--- src/sv/ssq_pkg.sv ---
// ----------------------------------------------------------------------------
// ssq_pkg
// Types, codes and sizes shared by the SysEx acknowledged send queue.
// ----------------------------------------------------------------------------
package ssq_pkg;

	// Queue geometry
	localparam int QUEUE_DEPTH = 64;
	localparam int PTR_W       = $clog2(QUEUE_DEPTH);
	localparam int CNT_W       = $clog2(QUEUE_DEPTH + 1);
	localparam int QCOUNT_W    = 7;

	// Frame: board, command, four data bytes
	localparam int FRAME_W = 48;
	localparam int MANUF_W = 24;
	localparam int TIMER_W = 16;

	// Configuration port
	localparam int CFG_IDX_W  = 3;
	localparam int CFG_DATA_W = 24;

	localparam logic [CFG_IDX_W-1:0] REG_LIVE_MODE       = 3'd0;
	localparam logic [CFG_IDX_W-1:0] REG_OUTPUT_PRESENT  = 3'd1;
	localparam logic [CFG_IDX_W-1:0] REG_INPUT_PRESENT   = 3'd2;
	localparam logic [CFG_IDX_W-1:0] REG_MANUFACTURER_ID = 3'd3;
	localparam logic [CFG_IDX_W-1:0] REG_ANSWER_TIMEOUT  = 3'd4;
	localparam logic [CFG_IDX_W-1:0] REG_BUSY_DELAY      = 3'd5;
	localparam logic [CFG_IDX_W-1:0] REG_BUSY_CODE       = 3'd6;

	// Register reset values
	localparam logic [TIMER_W-1:0] ANSWER_TIMEOUT_RST = 16'd2000;
	localparam logic [TIMER_W-1:0] BUSY_DELAY_RST     = 16'd100;
	localparam logic [7:0]         BUSY_CODE_RST      = 8'd2;

	// Operation codes
	localparam logic [1:0] OP_SEND   = 2'd0;
	localparam logic [1:0] OP_ANSWER = 2'd1;
	localparam logic [1:0] OP_TICK   = 2'd2;

	typedef enum logic [1:0] {
		TM_STOPPED = 2'd0,
		TM_ANSWER  = 2'd1,
		TM_BUSY    = 2'd2
	} timer_mode_t;

	typedef enum logic [1:0] {
		ST_IDLE = 2'd0,
		ST_EVAL = 2'd1,
		ST_LOAD = 2'd2
	} state_t;

	// Controller -> datapath
	typedef struct packed {
		logic cap_in;
		logic exec;
		logic load_mem;
	} ctl_cmd_t;

	// Datapath -> controller
	typedef struct packed {
		logic out_free;
		logic need_mem;
	} dp_status_t;

endpackage

--- src/sv/sysex_ack_send_queue.sv ---
// Result: registered by the evaluate step, or by a further load step when a frame comes out of
//   the registered read port of the queue memory; evaluate holds while the result is unaccepted.
//   A new item is taken only after the capture/evaluate/memory-read sequence of the last one.
// Reset (arst_n low): queue empty, no command outstanding, timer stopped, registers at defaults.
// The queue memory needs no clearing pass; only entries that hold a frame are read.
// ----------------------------------------------------------------------------
// sysex_ack_send_queue
// Stop-and-wait SysEx command sender with answer timeout and busy retry.
// ----------------------------------------------------------------------------
module sysex_ack_send_queue (
	input  logic                           clk,
	input  logic                           arst_n,
	// configuration write port
	input  logic                           cfg_wr_en,
	input  logic [ssq_pkg::CFG_IDX_W-1:0]  cfg_index,
	input  logic [ssq_pkg::CFG_DATA_W-1:0] cfg_wdata,
	// input channel
	input  logic                           in_valid,
	output logic                           in_stall,
	input  logic [1:0]                     operation,
	input  logic [7:0]                     board,
	input  logic [7:0]                     command,
	input  logic [7:0]                     data_one,
	input  logic [7:0]                     data_two,
	input  logic [7:0]                     data_three,
	input  logic [7:0]                     data_four,
	input  logic                           rx_is_sysex,
	input  logic [ssq_pkg::MANUF_W-1:0]    rx_manufacturer,
	input  logic [7:0]                     rx_status,
	// result channel
	output logic                           out_valid,
	input  logic                           out_stall,
	output logic                           transmit_valid,
	output logic [ssq_pkg::MANUF_W-1:0]    tx_manufacturer,
	output logic [7:0]                     tx_board,
	output logic [7:0]                     tx_command,
	output logic [7:0]                     tx_data_one,
	output logic [7:0]                     tx_data_two,
	output logic [7:0]                     tx_data_three,
	output logic [7:0]                     tx_data_four,
	output logic [ssq_pkg::QCOUNT_W-1:0]   queue_count,
	output logic                           timeout_error,
	output logic                           overflow_error
);

	// Sequence per transfer:
	//   capture - latch the item into the datapath
	//   evaluate - update queue, timer and outstanding command; hold here while
	//              the result register is still occupied
	//   load    - only when the oldest queued frame must be read from memory
	ssq_pkg::ctl_cmd_t   cmd;
	ssq_pkg::dp_status_t status;

	ssq_ctrl u_ctrl (
		.clk      (clk),
		.arst_n   (arst_n),
		.in_valid (in_valid),
		.in_stall (in_stall),
		.status   (status),
		.cmd      (cmd)
	);

	// The datapath owns the result register, so a finished result waits there
	// while the next item is already captured; its evaluation holds until the
	// register is free.
	ssq_datapath u_dp (
		.clk             (clk),
		.arst_n          (arst_n),
		.cmd             (cmd),
		.status          (status),
		.cfg_wr_en       (cfg_wr_en),
		.cfg_index       (cfg_index),
		.cfg_wdata       (cfg_wdata),
		.operation       (operation),
		.board           (board),
		.command         (command),
		.data_one        (data_one),
		.data_two        (data_two),
		.data_three      (data_three),
		.data_four       (data_four),
		.rx_is_sysex     (rx_is_sysex),
		.rx_manufacturer (rx_manufacturer),
		.rx_status       (rx_status),
		.out_valid       (out_valid),
		.out_stall       (out_stall),
		.transmit_valid  (transmit_valid),
		.tx_manufacturer (tx_manufacturer),
		.tx_board        (tx_board),
		.tx_command      (tx_command),
		.tx_data_one     (tx_data_one),
		.tx_data_two     (tx_data_two),
		.tx_data_three   (tx_data_three),
		.tx_data_four    (tx_data_four),
		.queue_count     (queue_count),
		.timeout_error   (timeout_error),
		.overflow_error  (overflow_error)
	);

endmodule

--- src/sv/ssq_ctrl.sv ---
// ----------------------------------------------------------------------------
// ssq_ctrl
// Sequencer: capture an item, evaluate it, fetch a queued frame if needed.
// ----------------------------------------------------------------------------
module ssq_ctrl (
	input  logic                clk,
	input  logic                arst_n,
	input  logic                in_valid,
	output logic                in_stall,
	input  ssq_pkg::dp_status_t status,
	output ssq_pkg::ctl_cmd_t   cmd
);

	ssq_pkg::state_t state_q;
	ssq_pkg::state_t state_d;

	always_ff @(posedge clk or negedge arst_n) begin
		if (!arst_n) begin
			state_q <= ssq_pkg::ST_IDLE;
		end else begin
			state_q <= state_d;
		end
	end

	always_comb begin
		state_d = state_q;
		unique case (state_q)
			ssq_pkg::ST_IDLE: begin
				if (in_valid) begin
					state_d = ssq_pkg::ST_EVAL;
				end
			end
			ssq_pkg::ST_EVAL: begin
				if (status.out_free) begin
					state_d = status.need_mem ? ssq_pkg::ST_LOAD : ssq_pkg::ST_IDLE;
				end
			end
			ssq_pkg::ST_LOAD: begin
				state_d = ssq_pkg::ST_IDLE;
			end
			default: begin
				state_d = ssq_pkg::ST_IDLE;
			end
		endcase
	end

	always_comb begin
		cmd      = '0;
		in_stall = 1'b1;
		unique case (state_q)
			ssq_pkg::ST_IDLE: begin
				in_stall   = 1'b0;
				cmd.cap_in = in_valid;
			end
			ssq_pkg::ST_EVAL: begin
				cmd.exec = status.out_free;
			end
			ssq_pkg::ST_LOAD: begin
				cmd.load_mem = 1'b1;
			end
			default: begin
				in_stall = 1'b1;
			end
		endcase
	end

endmodule

--- src/sv/ssq_datapath.sv ---
// ----------------------------------------------------------------------------
// ssq_datapath
// Registers, frame queue memory, timer and result register of the sender.
// ----------------------------------------------------------------------------
module ssq_datapath (
	input  logic                              clk,
	input  logic                              arst_n,
	input  ssq_pkg::ctl_cmd_t                 cmd,
	output ssq_pkg::dp_status_t               status,
	// configuration
	input  logic                              cfg_wr_en,
	input  logic [ssq_pkg::CFG_IDX_W-1:0]     cfg_index,
	input  logic [ssq_pkg::CFG_DATA_W-1:0]    cfg_wdata,
	// input item
	input  logic [1:0]                        operation,
	input  logic [7:0]                        board,
	input  logic [7:0]                        command,
	input  logic [7:0]                        data_one,
	input  logic [7:0]                        data_two,
	input  logic [7:0]                        data_three,
	input  logic [7:0]                        data_four,
	input  logic                              rx_is_sysex,
	input  logic [ssq_pkg::MANUF_W-1:0]       rx_manufacturer,
	input  logic [7:0]                        rx_status,
	// result item
	output logic                              out_valid,
	input  logic                              out_stall,
	output logic                              transmit_valid,
	output logic [ssq_pkg::MANUF_W-1:0]       tx_manufacturer,
	output logic [7:0]                        tx_board,
	output logic [7:0]                        tx_command,
	output logic [7:0]                        tx_data_one,
	output logic [7:0]                        tx_data_two,
	output logic [7:0]                        tx_data_three,
	output logic [7:0]                        tx_data_four,
	output logic [ssq_pkg::QCOUNT_W-1:0]      queue_count,
	output logic                              timeout_error,
	output logic                              overflow_error
);

	localparam int PW = ssq_pkg::PTR_W;
	localparam int CW = ssq_pkg::CNT_W;
	localparam int FW = ssq_pkg::FRAME_W;
	localparam int TW = ssq_pkg::TIMER_W;

	// configuration registers
	logic                      live_mode_q;
	logic                      output_present_q;
	logic                      input_present_q;
	logic [ssq_pkg::MANUF_W-1:0] manufacturer_id_q;
	logic [TW-1:0]             answer_timeout_q;
	logic [TW-1:0]             busy_delay_q;
	logic [7:0]                busy_code_q;

	always_ff @(posedge clk or negedge arst_n) begin
		if (!arst_n) begin
			live_mode_q       <= 1'b1;
			output_present_q  <= 1'b1;
			input_present_q   <= 1'b1;
			manufacturer_id_q <= '0;
			answer_timeout_q  <= ssq_pkg::ANSWER_TIMEOUT_RST;
			busy_delay_q      <= ssq_pkg::BUSY_DELAY_RST;
			busy_code_q       <= ssq_pkg::BUSY_CODE_RST;
		end else if (cfg_wr_en) begin
			unique case (cfg_index)
				ssq_pkg::REG_LIVE_MODE:       live_mode_q       <= cfg_wdata[0];
				ssq_pkg::REG_OUTPUT_PRESENT:  output_present_q  <= cfg_wdata[0];
				ssq_pkg::REG_INPUT_PRESENT:   input_present_q   <= cfg_wdata[0];
				ssq_pkg::REG_MANUFACTURER_ID: manufacturer_id_q <= cfg_wdata;
				ssq_pkg::REG_ANSWER_TIMEOUT:  answer_timeout_q  <= cfg_wdata[TW-1:0];
				ssq_pkg::REG_BUSY_DELAY:      busy_delay_q      <= cfg_wdata[TW-1:0];
				ssq_pkg::REG_BUSY_CODE:       busy_code_q       <= cfg_wdata[7:0];
				default: ;
			endcase
		end
	end

	// captured input item
	logic [1:0]                  op_q;
	logic [FW-1:0]               in_frame_q;
	logic                        rx_is_sysex_q;
	logic [ssq_pkg::MANUF_W-1:0] rx_manufacturer_q;
	logic [7:0]                  rx_status_q;

	always_ff @(posedge clk) begin
		if (cmd.cap_in) begin
			op_q              <= operation;
			in_frame_q        <= {board, command, data_one, data_two, data_three, data_four};
			rx_is_sysex_q     <= rx_is_sysex;
			rx_manufacturer_q <= rx_manufacturer;
			rx_status_q       <= rx_status;
		end
	end

	// sender state
	logic [PW-1:0]        rp_q, rp_d;
	logic [PW-1:0]        wp_q, wp_d;
	logic [CW-1:0]        cnt_q, cnt_d, cnt_avail;
	logic [FW-1:0]        outst_q, outst_d;
	logic                 await_q, await_d;
	ssq_pkg::timer_mode_t tm_q, tm_d;
	logic [TW-1:0]        rem_q, rem_d;

	// frame queue memory
	logic [FW-1:0] mem [ssq_pkg::QUEUE_DEPTH];
	logic [FW-1:0] rd_data_q;

	// step decisions
	logic          emit;
	logic [FW-1:0] emit_frame;
	logic          ovf;
	logic          tout;
	logic          enq;
	logic          send_oldest;
	logic          need_mem;
	logic          match;

	function automatic logic [PW-1:0] next_ptr(input logic [PW-1:0] p);
		next_ptr = (p == PW'(ssq_pkg::QUEUE_DEPTH - 1)) ? '0 : p + 1'b1;
	endfunction

	assign match = await_q && rx_is_sysex_q &&
		(rx_manufacturer_q == manufacturer_id_q) &&
		(in_frame_q[47:40] == outst_q[47:40]) &&
		(in_frame_q[39:32] == outst_q[39:32]);

	always_comb begin
		rp_d        = rp_q;
		wp_d        = wp_q;
		await_d     = await_q;
		tm_d        = tm_q;
		rem_d       = rem_q;
		outst_d     = outst_q;
		emit        = 1'b0;
		emit_frame  = '0;
		ovf         = 1'b0;
		tout        = 1'b0;
		enq         = 1'b0;
		send_oldest = 1'b0;
		need_mem    = 1'b0;

		case (op_q)
			ssq_pkg::OP_SEND: begin
				if (output_present_q && live_mode_q) begin
					if (!input_present_q) begin
						emit       = 1'b1;
						emit_frame = in_frame_q;
					end else if (cnt_q == CW'(ssq_pkg::QUEUE_DEPTH)) begin
						ovf = 1'b1;
					end else begin
						enq  = 1'b1;
						wp_d = next_ptr(wp_q);
						if (tm_q == ssq_pkg::TM_STOPPED) begin
							send_oldest = 1'b1;
						end
					end
				end
			end
			ssq_pkg::OP_ANSWER: begin
				if (match) begin
					if (rx_status_q == busy_code_q) begin
						tm_d  = ssq_pkg::TM_BUSY;
						rem_d = busy_delay_q;
					end else begin
						tm_d        = ssq_pkg::TM_STOPPED;
						rem_d       = '0;
						await_d     = 1'b0;
						send_oldest = 1'b1;
					end
				end
			end
			ssq_pkg::OP_TICK: begin
				if (tm_q != ssq_pkg::TM_STOPPED) begin
					if (rem_q <= TW'(1)) begin
						tm_d  = ssq_pkg::TM_STOPPED;
						rem_d = '0;
						if (tm_q == ssq_pkg::TM_BUSY) begin
							emit       = 1'b1;
							emit_frame = outst_q;
							tm_d       = ssq_pkg::TM_ANSWER;
							rem_d      = answer_timeout_q;
						end else begin
							tout        = 1'b1;
							await_d     = 1'b0;
							send_oldest = 1'b1;
						end
					end else begin
						rem_d = rem_q - 1'b1;
					end
				end
			end
			default: ;
		endcase

		cnt_avail = cnt_q + CW'(enq);
		cnt_d     = cnt_avail;
		if (send_oldest && (cnt_avail != '0)) begin
			rp_d    = next_ptr(rp_q);
			cnt_d   = cnt_avail - 1'b1;
			await_d = 1'b1;
			tm_d    = ssq_pkg::TM_ANSWER;
			rem_d   = answer_timeout_q;
			emit    = 1'b1;
			// an empty queue hands the new frame straight through
			if (enq && (cnt_q == '0)) begin
				emit_frame = in_frame_q;
				outst_d    = in_frame_q;
			end else begin
				need_mem = 1'b1;
			end
		end
	end

	always_ff @(posedge clk or negedge arst_n) begin
		if (!arst_n) begin
			rp_q    <= '0;
			wp_q    <= '0;
			cnt_q   <= '0;
			await_q <= 1'b0;
			tm_q    <= ssq_pkg::TM_STOPPED;
			rem_q   <= '0;
			outst_q <= '0;
		end else if (cmd.exec) begin
			rp_q    <= rp_d;
			wp_q    <= wp_d;
			cnt_q   <= cnt_d;
			await_q <= await_d;
			tm_q    <= tm_d;
			rem_q   <= rem_d;
			outst_q <= outst_d;
		end else if (cmd.load_mem) begin
			outst_q <= rd_data_q;
		end
	end

	always_ff @(posedge clk) begin
		if (cmd.exec && enq) begin
			mem[wp_q] <= in_frame_q;
		end
	end

	always_ff @(posedge clk) begin
		if (cmd.exec) begin
			rd_data_q <= mem[rp_q];
		end
	end

	// result register
	logic                        out_valid_q;
	logic                        tx_valid_q;
	logic [ssq_pkg::MANUF_W-1:0] tx_man_q;
	logic [FW-1:0]               tx_frame_q;
	logic [ssq_pkg::QCOUNT_W-1:0] qcount_q;
	logic                        tout_q;
	logic                        ovf_q;

	always_ff @(posedge clk or negedge arst_n) begin
		if (!arst_n) begin
			out_valid_q <= 1'b0;
		end else if ((cmd.exec && !need_mem) || cmd.load_mem) begin
			out_valid_q <= 1'b1;
		end else if (!out_stall) begin
			out_valid_q <= 1'b0;
		end
	end

	always_ff @(posedge clk) begin
		if (cmd.exec) begin
			tx_valid_q <= emit;
			tx_man_q   <= emit ? manufacturer_id_q : '0;
			tx_frame_q <= emit_frame;
			qcount_q   <= ssq_pkg::QCOUNT_W'(cnt_d);
			tout_q     <= tout;
			ovf_q      <= ovf;
		end else if (cmd.load_mem) begin
			tx_frame_q <= rd_data_q;
		end
	end

	assign status.out_free = !out_valid_q || !out_stall;
	assign status.need_mem = need_mem;

	assign out_valid       = out_valid_q;
	assign transmit_valid  = tx_valid_q;
	assign tx_manufacturer = tx_man_q;
	assign tx_board        = tx_frame_q[47:40];
	assign tx_command      = tx_frame_q[39:32];
	assign tx_data_one     = tx_frame_q[31:24];
	assign tx_data_two     = tx_frame_q[23:16];
	assign tx_data_three   = tx_frame_q[15:8];
	assign tx_data_four    = tx_frame_q[7:0];
	assign queue_count     = qcount_q;
	assign timeout_error   = tout_q;
	assign overflow_error  = ovf_q;

endmodule

--- config.mk ---
export PLATFORM = sky130hd
export DESIGN_NAME = sysex_ack_send_queue
export DESIGN_NICKNAME = d
export VERILOG_FILES = /design/src/sv/ssq_pkg.sv /design/src/sv/sysex_ack_send_queue.sv /design/src/sv/ssq_ctrl.sv /design/src/sv/ssq_datapath.sv
export SDC_FILE = /design/constraint.sdc
export NUM_CORES = 2
export LEC_CHECK = 0
export BUFFER_PORTS_ARGS = -buffer_cell sky130_fd_sc_hd__buf_2
export CAP_MARGIN = 15
export CORE_ASPECT_RATIO = 0.9
export CORE_MARGIN = 5
export CORE_UTILIZATION = 55
export CTS_CLUSTER_SIZE = 16
export DETAILED_ROUTE_END_ITERATION = 8
export GPL_ROUTABILITY_DRIVEN = 1
export MAX_ROUTING_LAYER = met4
export PLACE_DENSITY_LB_ADDON = 0.25
export SLEW_MARGIN = 40
export SYNTH_ARGS = -nofsm -noshare
export SYNTH_HDL_FRONTEND = slang
export SYNTH_HIERARCHICAL = 1
export SYNTH_SLANG_ARGS = --single-unit
--- constraint.sdc ---
create_clock -name clk -period 12.85 [get_ports clk]
set_input_delay 2.57 -clock clk [delete_from_list [all_inputs] [get_ports clk]]
set_output_delay 2.57 -clock clk [all_outputs]
set_load 0.02 [all_outputs]
== Word level (Yosys, flattened, before mapping) ==
Memory sizes are Yosys's and may differ from the RTL's. A register that Yosys moved wholly into a read port is not among the register bits.
Index checks and enable logic that the tools add are counted.
Storage, ports and cells
  register bits: 321
  bits in latches: 0
  RAM bits: 3072
  ROM bits: 0
  bits of input ports: 115
  output and inout port bits: 84
  logic and storage cells: 174
  memories: 1
Memories
  u_dp.mem: words 64, width 48, rd ports 1, clocked after Yosys merged registers in 1, write ports 1, line ssq_datapath.sv:105  | logic [FW-1:0] mem [ssq_pkg::QUEUE_DEPTH];
Operators by class
  $add $sub $neg: 5
  $mul: 0
  divide/modulo/power cells: 0
  magnitude comparators: 1
  eq/ne operators: 28
  shift operators: 0
  multiplexer cells: 73
  bitwise gates (word level): 1
  reductions and logical operators: 38
Operator list (count)
  two-way mux 48 bit: 12
  two-way mux 16 bit: 6
  one-hot mux 48 bit (2 select lines): 1
  two-way mux 1 bit: 37
  one-hot mux 16 bit (2 select lines): 1
  == test 24 bit: 1
  == test 8 bit: 3
  AND reduction 2 bit: 9
  <= comparator 16 x 1 -> 1 bit (second input constant): 1
  two-way mux 2 bit: 8
  subtractor 16 x 1 -> 16 bit (second input constant): 1
  adder 6 x 1 -> 6 bit (second input constant): 2
  == test 6 bit (second input constant): 2
  two-way mux 6 bit: 2
  AND reduction 5 bit: 2
  == test 3 bit (second input constant): 3
  logical AND 1 bit: 9
  != test 3 x 1 -> 1 bit (second input constant): 3
  one-hot mux 2 bit (2 select lines): 2
  adder 7 x 1 -> 7 bit: 1
  == test 7 bit (second input constant): 1
  zero test 7 bit: 1
  two-way mux 7 bit: 1
  AND reduction 7 bit: 1
  20 further kinds: 36

== Depth between registers and ports, before layout ==
  depth after elaboration: 13
  gate-level depth with buffers: 16
  depth with buffers taken out: 13

== Modules after synthesis ==
Netlist, hierarchy kept.
By module, submodules not included
  ssq_datapath: instances 1, cells an instance 5591, area each 132045.4 sq um, seq. area each 102514.6 sq um
  ssq_ctrl: instances 1, cells an instance 12, area each 105.1 sq um, seq. area each 50.0 sq um

== Worst setup path after synthesis ==
Ideal clock, no wire load.
  path kind: input to register
  start: in out_stall
  end: mem u_dp/mem[41][0] in the netlist's numbering (enable)
  library setup time: 0.573 ns
  arrival: 11.592 ns
  data required time: 12.277 ns
  path slack: 0.685 ns
  stages: 7
  path buffers: 1
  path through: nand2_1 -> nand2_1 -> nor2_1 -> clkbuf_1 -> and2_1 -> nand2_1 -> nor4_1
RTL lines
  from (decl): line sysex_ack_send_queue.sv:32  | input logic out_stall,
  to (decl): line ssq_datapath.sv:105

==> results by group <==
Run status
  • Status: completed

Synth
  • Cell types with the largest area share after synthesis: sky130_fd_sc_hd__edfxtp_1 75%, sky130_fd_sc_hd__mux4_2 17%, sky130_fd_sc_hd__dfrtp_1 2.7%, sky130_fd_sc_hd__mux2_2 0.63%, sky130_fd_sc_hd__clkbuf_1 0.57%
  • Part of the Yosys area used for sequential elements: 0.776
  • Area fraction of the dominant cell type after synthesis: 0.746
  • Instance count of the mapped netlist: 5603
  • Fraction of registers with async set or reset after synthesis: 0.0453
  • Net count of the mapped netlist: between 5000 and 6000
  • Count of flip-flops with a built-in enable after synthesis: 3285
  • Mapped Avg Cell Area: roughly 24 um2
  • Commonest register cell after synthesis: sky130_fd_sc_hd__edfxtp_1
  • Syn Std Cell Area: 0.132 mm2
  • Library cell with the largest summed area after synthesis: sky130_fd_sc_hd__edfxtp_1
  • Distinct cells, synth: 71
  • Number of warnings issued by yosys: 6
  • Number of flip-flops and latches in the synthesized netlist: 3441

Critical path
  • Worst-case register-to-register setup slack: 7.80 ns
  • CP top delay family: simple AND/OR/NAND/NOR gates
  • Worst Setup Path Type: in2reg
  • R2r endpoint: u_dp/rd_data_q[29]$_DFFE_PP_
  • Critical path peak fanout: 29
  • Most frequent cell on the critical path: sky130_fd_sc_hd__nand2_1
  • Type of origin of the critical path: input port
  • Endpoint class of the critical path: register
  • Total buffers and inverters traversed by the critical path: 2
  • Ordered cell list for the critical path: buf_2 -> nand2_1 -> nand2_1 -> nor2_4 -> nand2_1 -> nor2_1 -> nand3_1 -> nor2_4 -> buf_4
  • Max stage delay on crit path: 0.88 ns
  • Depth of the most critical reg-to-reg path: 7
  • Startpoint of the lowest-slack register-to-register path: u_dp/rp_q[1]$_DFFE_PN0P_
  • Arrival time at the worst endpoint: 6.12 ns
  • Critical path required time: 13.39 ns
  • Cell with the largest stage delay on the worst path: sky130_fd_sc_hd__nor2_4

STA
  • Accumulated negative setup slack: 0 ns
  • Unrepaired setup endpoints after global routing: no
  • Portion of the clock cycle consumed by the worst path in the final layout: 0.435
  • Final hold violations: 0
  • Post-layout worst setup margin: slightly above 7 ns
  • Tightest hold margin: 0.505 ns
  • Clock tree skew after final layout: 0.0610 ns
  • Transition time at the pin with the least slew margin: 0.928 ns
  • Peak clock frequency supported by timing: 179 MHz
  • Relative slew slack: 0.381
  • Final setup violation count: 0
  • Slew Limit Fails: 0
  • Final critical-path required period: 5.59 ns

Clocking
  • Root buffer selected by CTS: sky130_fd_sc_hd__clkbuf_16
  • Maximum buffer depth of the clock tree: 4
  • Setup Buffers After CTS: 0
  • TritonCTS clock tree: done
  • Number of CTS-inserted buffers: 341
  • Number of sinks on the clock net: 3441
  • H-tree Lvls: 5
  • Post-CTS Resized: 0
  • Number of hold buffers added after CTS: 0
  • Post-CTS clock slew at the launch and capture registers of the worst setup and hold paths: 0.06 ns
  • Clock latency on the worst-skew pair: 0.94 ns

Hold path
  • Worst hold path class: reg2reg
  • WHS Path Cells: 1
  • Start point of the worst min-delay path: u_dp/answer_timeout_q[3]$_DFFE_PN0P_
  • Worst-case hold path end point: u_dp/answer_timeout_q[3]$_DFFE_PN0P_

Power
  • Net switching share of the total power: 0.225
  • Leakage power total: between 40 and 50 nW
  • Total net switching power: 5.57 mW
  • Sequential share of power: 0.513
  • Clk network pwr share: 0.392
  • Worst vdd ir: 0.125 mV
  • Power density cells: 166 mW/mm2
  • Internal Power: ~19 mW
  • Logic pwr share: 0.094

Detailed routing
  • Per-cell via count in the routed design: 6.71
  • Antenna Violating Nets Remaining: 0
  • First-iteration detailed-routing DRC count: 9879
  • Total Wirelength: 339 mm
  • Remaining design rule violation count: 0
  • Detailed-router iteration count before antenna repair: 6
  • Total vias in the final route: approximately 64000
  • Routed len/inst: 35.7 um

Cells and area
  • Non-filler cells, final: 9498
  • Area added between synthesis and finish: 13.2%
  • Fin nets: 6169
  • Layout cell share with drive strength beyond 1: 0.334
  • Post-layout instance area: 0.150 mm2

Placed design
  • Final RePlAce weighted congestion: 0.875
  • Placed cells: 8870
  • Detailed placement HPWL: 193 mm
  • Instance area after placement: 0.138 mm2
  • IO Port Bufs: 198
  • Worst setup timing slack at the placement stage: 6.46 ns

Die
  • Die Area: 0.250 mm2
  • Starting Density: 0.553
  • Number of core rows: 170
  • Core box area: 0.239 mm2
  • Horizontal die dimension: between 500 and 600 um
  • Floorplan die height: 475 um
  • Ports: 199

Job
  • Max Cap Violations: 0

Global routing
  • Initial antenna violation count: 44
  • Total global routing overflow: 0
  • Number of global-route vias before repair: 62500
  • Maximum number of pins on one net before global-route repair: 143
  • Global-route wire length before repair: 481 mm
  • Total routing usage reported by global routing: 0.281
[cell usage in the layout, fill, tap and decap left out, types with 6 or more instances in the layout]
cell type / n
sky130_fd_sc_hd__o22ai_1: 49
sky130_fd_sc_hd__a22oi_1: 10
sky130_fd_sc_hd__xnor2_1: 19
sky130_fd_sc_hd__nor2_4: 61
sky130_fd_sc_hd__and2_1: 31
sky130_fd_sc_hd__diode_2: 17
sky130_fd_sc_hd__clkinv_1: 71
sky130_fd_sc_hd__o21ai_0: 26
sky130_fd_sc_hd__clkbuf_16: 354
sky130_fd_sc_hd__buf_12: 23
sky130_fd_sc_hd__nand4_1: 11
sky130_fd_sc_hd__nor3_1: 8
sky130_fd_sc_hd__nand3_1: 12
sky130_fd_sc_hd__buf_6: 46
sky130_fd_sc_hd__nand2_1: 84
sky130_fd_sc_hd__buf_16: 12
sky130_fd_sc_hd__ha_1: 7
sky130_fd_sc_hd__clkinvlp_4: 8
sky130_fd_sc_hd__nand2b_1: 56
sky130_fd_sc_hd__buf_4: 119
sky130_fd_sc_hd__dfrtp_1: 138
sky130_fd_sc_hd__buf_2: 197
sky130_fd_sc_hd__clkbuf_1: 64
sky130_fd_sc_hd__mux4_2: 1008
sky130_fd_sc_hd__nor2_1: 77
sky130_fd_sc_hd__mux2_2: 74
sky130_fd_sc_hd__xor2_1: 51
sky130_fd_sc_hd__a31oi_1: 18
sky130_fd_sc_hd__dfstp_2: 13
sky130_fd_sc_hd__nor3b_1: 6
sky130_fd_sc_hd__inv_1: 13
sky130_fd_sc_hd__edfxtp_1: 3285
sky130_fd_sc_hd__nor2b_1: 10
sky130_fd_sc_hd__nor4_1: 19
sky130_fd_sc_hd__o221a_2: 47
sky130_fd_sc_hd__bufinv_16: 34
sky130_fd_sc_hd__clkinv_2: 59
sky130_fd_sc_hd__a21oi_1: 81
[layer usage]
| layer | vias up | GRT usage | wire length (um) |
|---|---|---|---|
| met5 | - | - | 0 |
| met4 | 0 | 0.0853 | 11500 |
| met3 | 581 | 0.0693 | 41600 |
| met2 | 4172 | 0.411 | 158000 |
| met1 | 34100 | 0.400 | 128000 |
| li1 | 24900 | - | - |
[power by group through the flow]
stage	clock [mW]	combinational, mW	sequential, mW
after floorplan	0	1.42	13.1
final	9.73	2.33	12.7
after CTS	9.86	2.32	12.7
after global placement	0	2.25	13.0
after detailed placement	0	2.31	13.0
after global routing	10.4	2.48	12.7
[worst reg2reg max path: stages (launching register included)]
cell and delay (ns):
sky130_fd_sc_hd__dfrtp_4 0.87, sky130_fd_sc_hd__buf_4 0.62, sky130_fd_sc_hd__buf_12 0.50, sky130_fd_sc_hd__buf_16 0.42, sky130_fd_sc_hd__buf_4 0.79, sky130_fd_sc_hd__mux4_2 0.50, sky130_fd_sc_hd__mux4_2 0.61, sky130_fd_sc_hd__mux4_2 0.49
[Yosys cell counts (7+ instances only)]
cell	instances
sky130_fd_sc_hd__buf_2	63
sky130_fd_sc_hd__a22oi_1	10
sky130_fd_sc_hd__nor2b_1	12
sky130_fd_sc_hd__nand2b_1	58
sky130_fd_sc_hd__buf_4	9
sky130_fd_sc_hd__nor2_1	138
sky130_fd_sc_hd__clkbuf_1	202
sky130_fd_sc_hd__mux2_2	74
sky130_fd_sc_hd__a21oi_1	81
sky130_fd_sc_hd__mux4_2	1008
sky130_fd_sc_hd__buf_1	24
sky130_fd_sc_hd__and2_1	31
sky130_fd_sc_hd__nand3_1	14
sky130_fd_sc_hd__nor3_1	12
sky130_fd_sc_hd__a31oi_1	18
sky130_fd_sc_hd__xor2_1	51
sky130_fd_sc_hd__edfxtp_1	3285
sky130_fd_sc_hd__o221a_2	47
sky130_fd_sc_hd__o21ai_0	27
sky130_fd_sc_hd__nor4_1	20
sky130_fd_sc_hd__nand2_1	84
sky130_fd_sc_hd__inv_1	13
sky130_fd_sc_hd__nand4_1	11
sky130_fd_sc_hd__ha_1	7
sky130_fd_sc_hd__o22ai_1	49
sky130_fd_sc_hd__dfstp_2	13
sky130_fd_sc_hd__xnor2_1	19
sky130_fd_sc_hd__dfrtp_1	143
[registers in the layout (all words and copies together), names as in the netlist, 7 cells and up]
| register | cells |
|---|---|
| u_dp/busy_code_q | 8 |
| u_dp/queue_count | 7 |
| u_dp/rx_manufacturer_q | 24 |
| u_dp/outst_q | 48 |
| u_dp/tx_frame_q | 48 |
| u_dp/manufacturer_id_q | 24 |
| u_dp/rd_data_q | 48 |
| u_dp/mem | 3072 |
| u_dp/rx_status_q | 8 |
| u_dp/in_frame_q | 48 |
| u_dp/rem_q | 16 |
| u_dp/tx_manufacturer | 24 |
| u_dp/cnt_q | 7 |
| u_dp/busy_delay_q | 16 |
| u_dp/answer_timeout_q | 16 |
[per-stage QoR]
step / utilization / power [mW]
finish: 0.626 / 24.8
global placement: 0.577 / 15.2
global route: 0.626 / 25.6
detailed placement: 0.579 / 15.3
floorplan: - / 14.5
CTS: 0.624 / 24.9
[cell type report]
cell class | count | area (um2)
fill | 15600 | 89300
antenna | 17 | 42.5
tap | 3182 | 3980
clock inverter | 177 | 1690
clock buffer | 418 | 9080
multi-input combinational | 1845 | 28800
sequential | 3441 | 103000
timing repair buffer | 403 | 3300
inverter | 15 | 63.8
[logic make-up after synthesis]
family | share of synthesized area
and+or+nand+nor | 0.0160
buffers and inverters | 0.0101
muxes | 0.178
AOI/OAI and AO/OA | 0.0142
DFF | 0.776
adders and majority gates | 0.000663
xor gates and xnor gates | 0.00464
[how the worst max path moves through the flow]
stage,endpoint,cells after the start,startpoint
2_1_floorplan,u_dp/mem[41][0]$_DFFE_PP_,7,out_stall
3_3_place_gp,u_dp/mem[63][10]$_DFFE_PP_,9,out_stall
3_5_place_dp,u_dp/mem[14][46]$_DFFE_PP_,9,out_stall
4_1_cts,u_dp/mem[14][33]$_DFFE_PP_,9,out_stall
5_1_grt,u_dp/mem[14][33]$_DFFE_PP_,9,out_stall
6_report,u_dp/mem[14][33]$_DFFE_PP_,9,out_stall
Note: power is estimated with default switching activity, not from simulation.
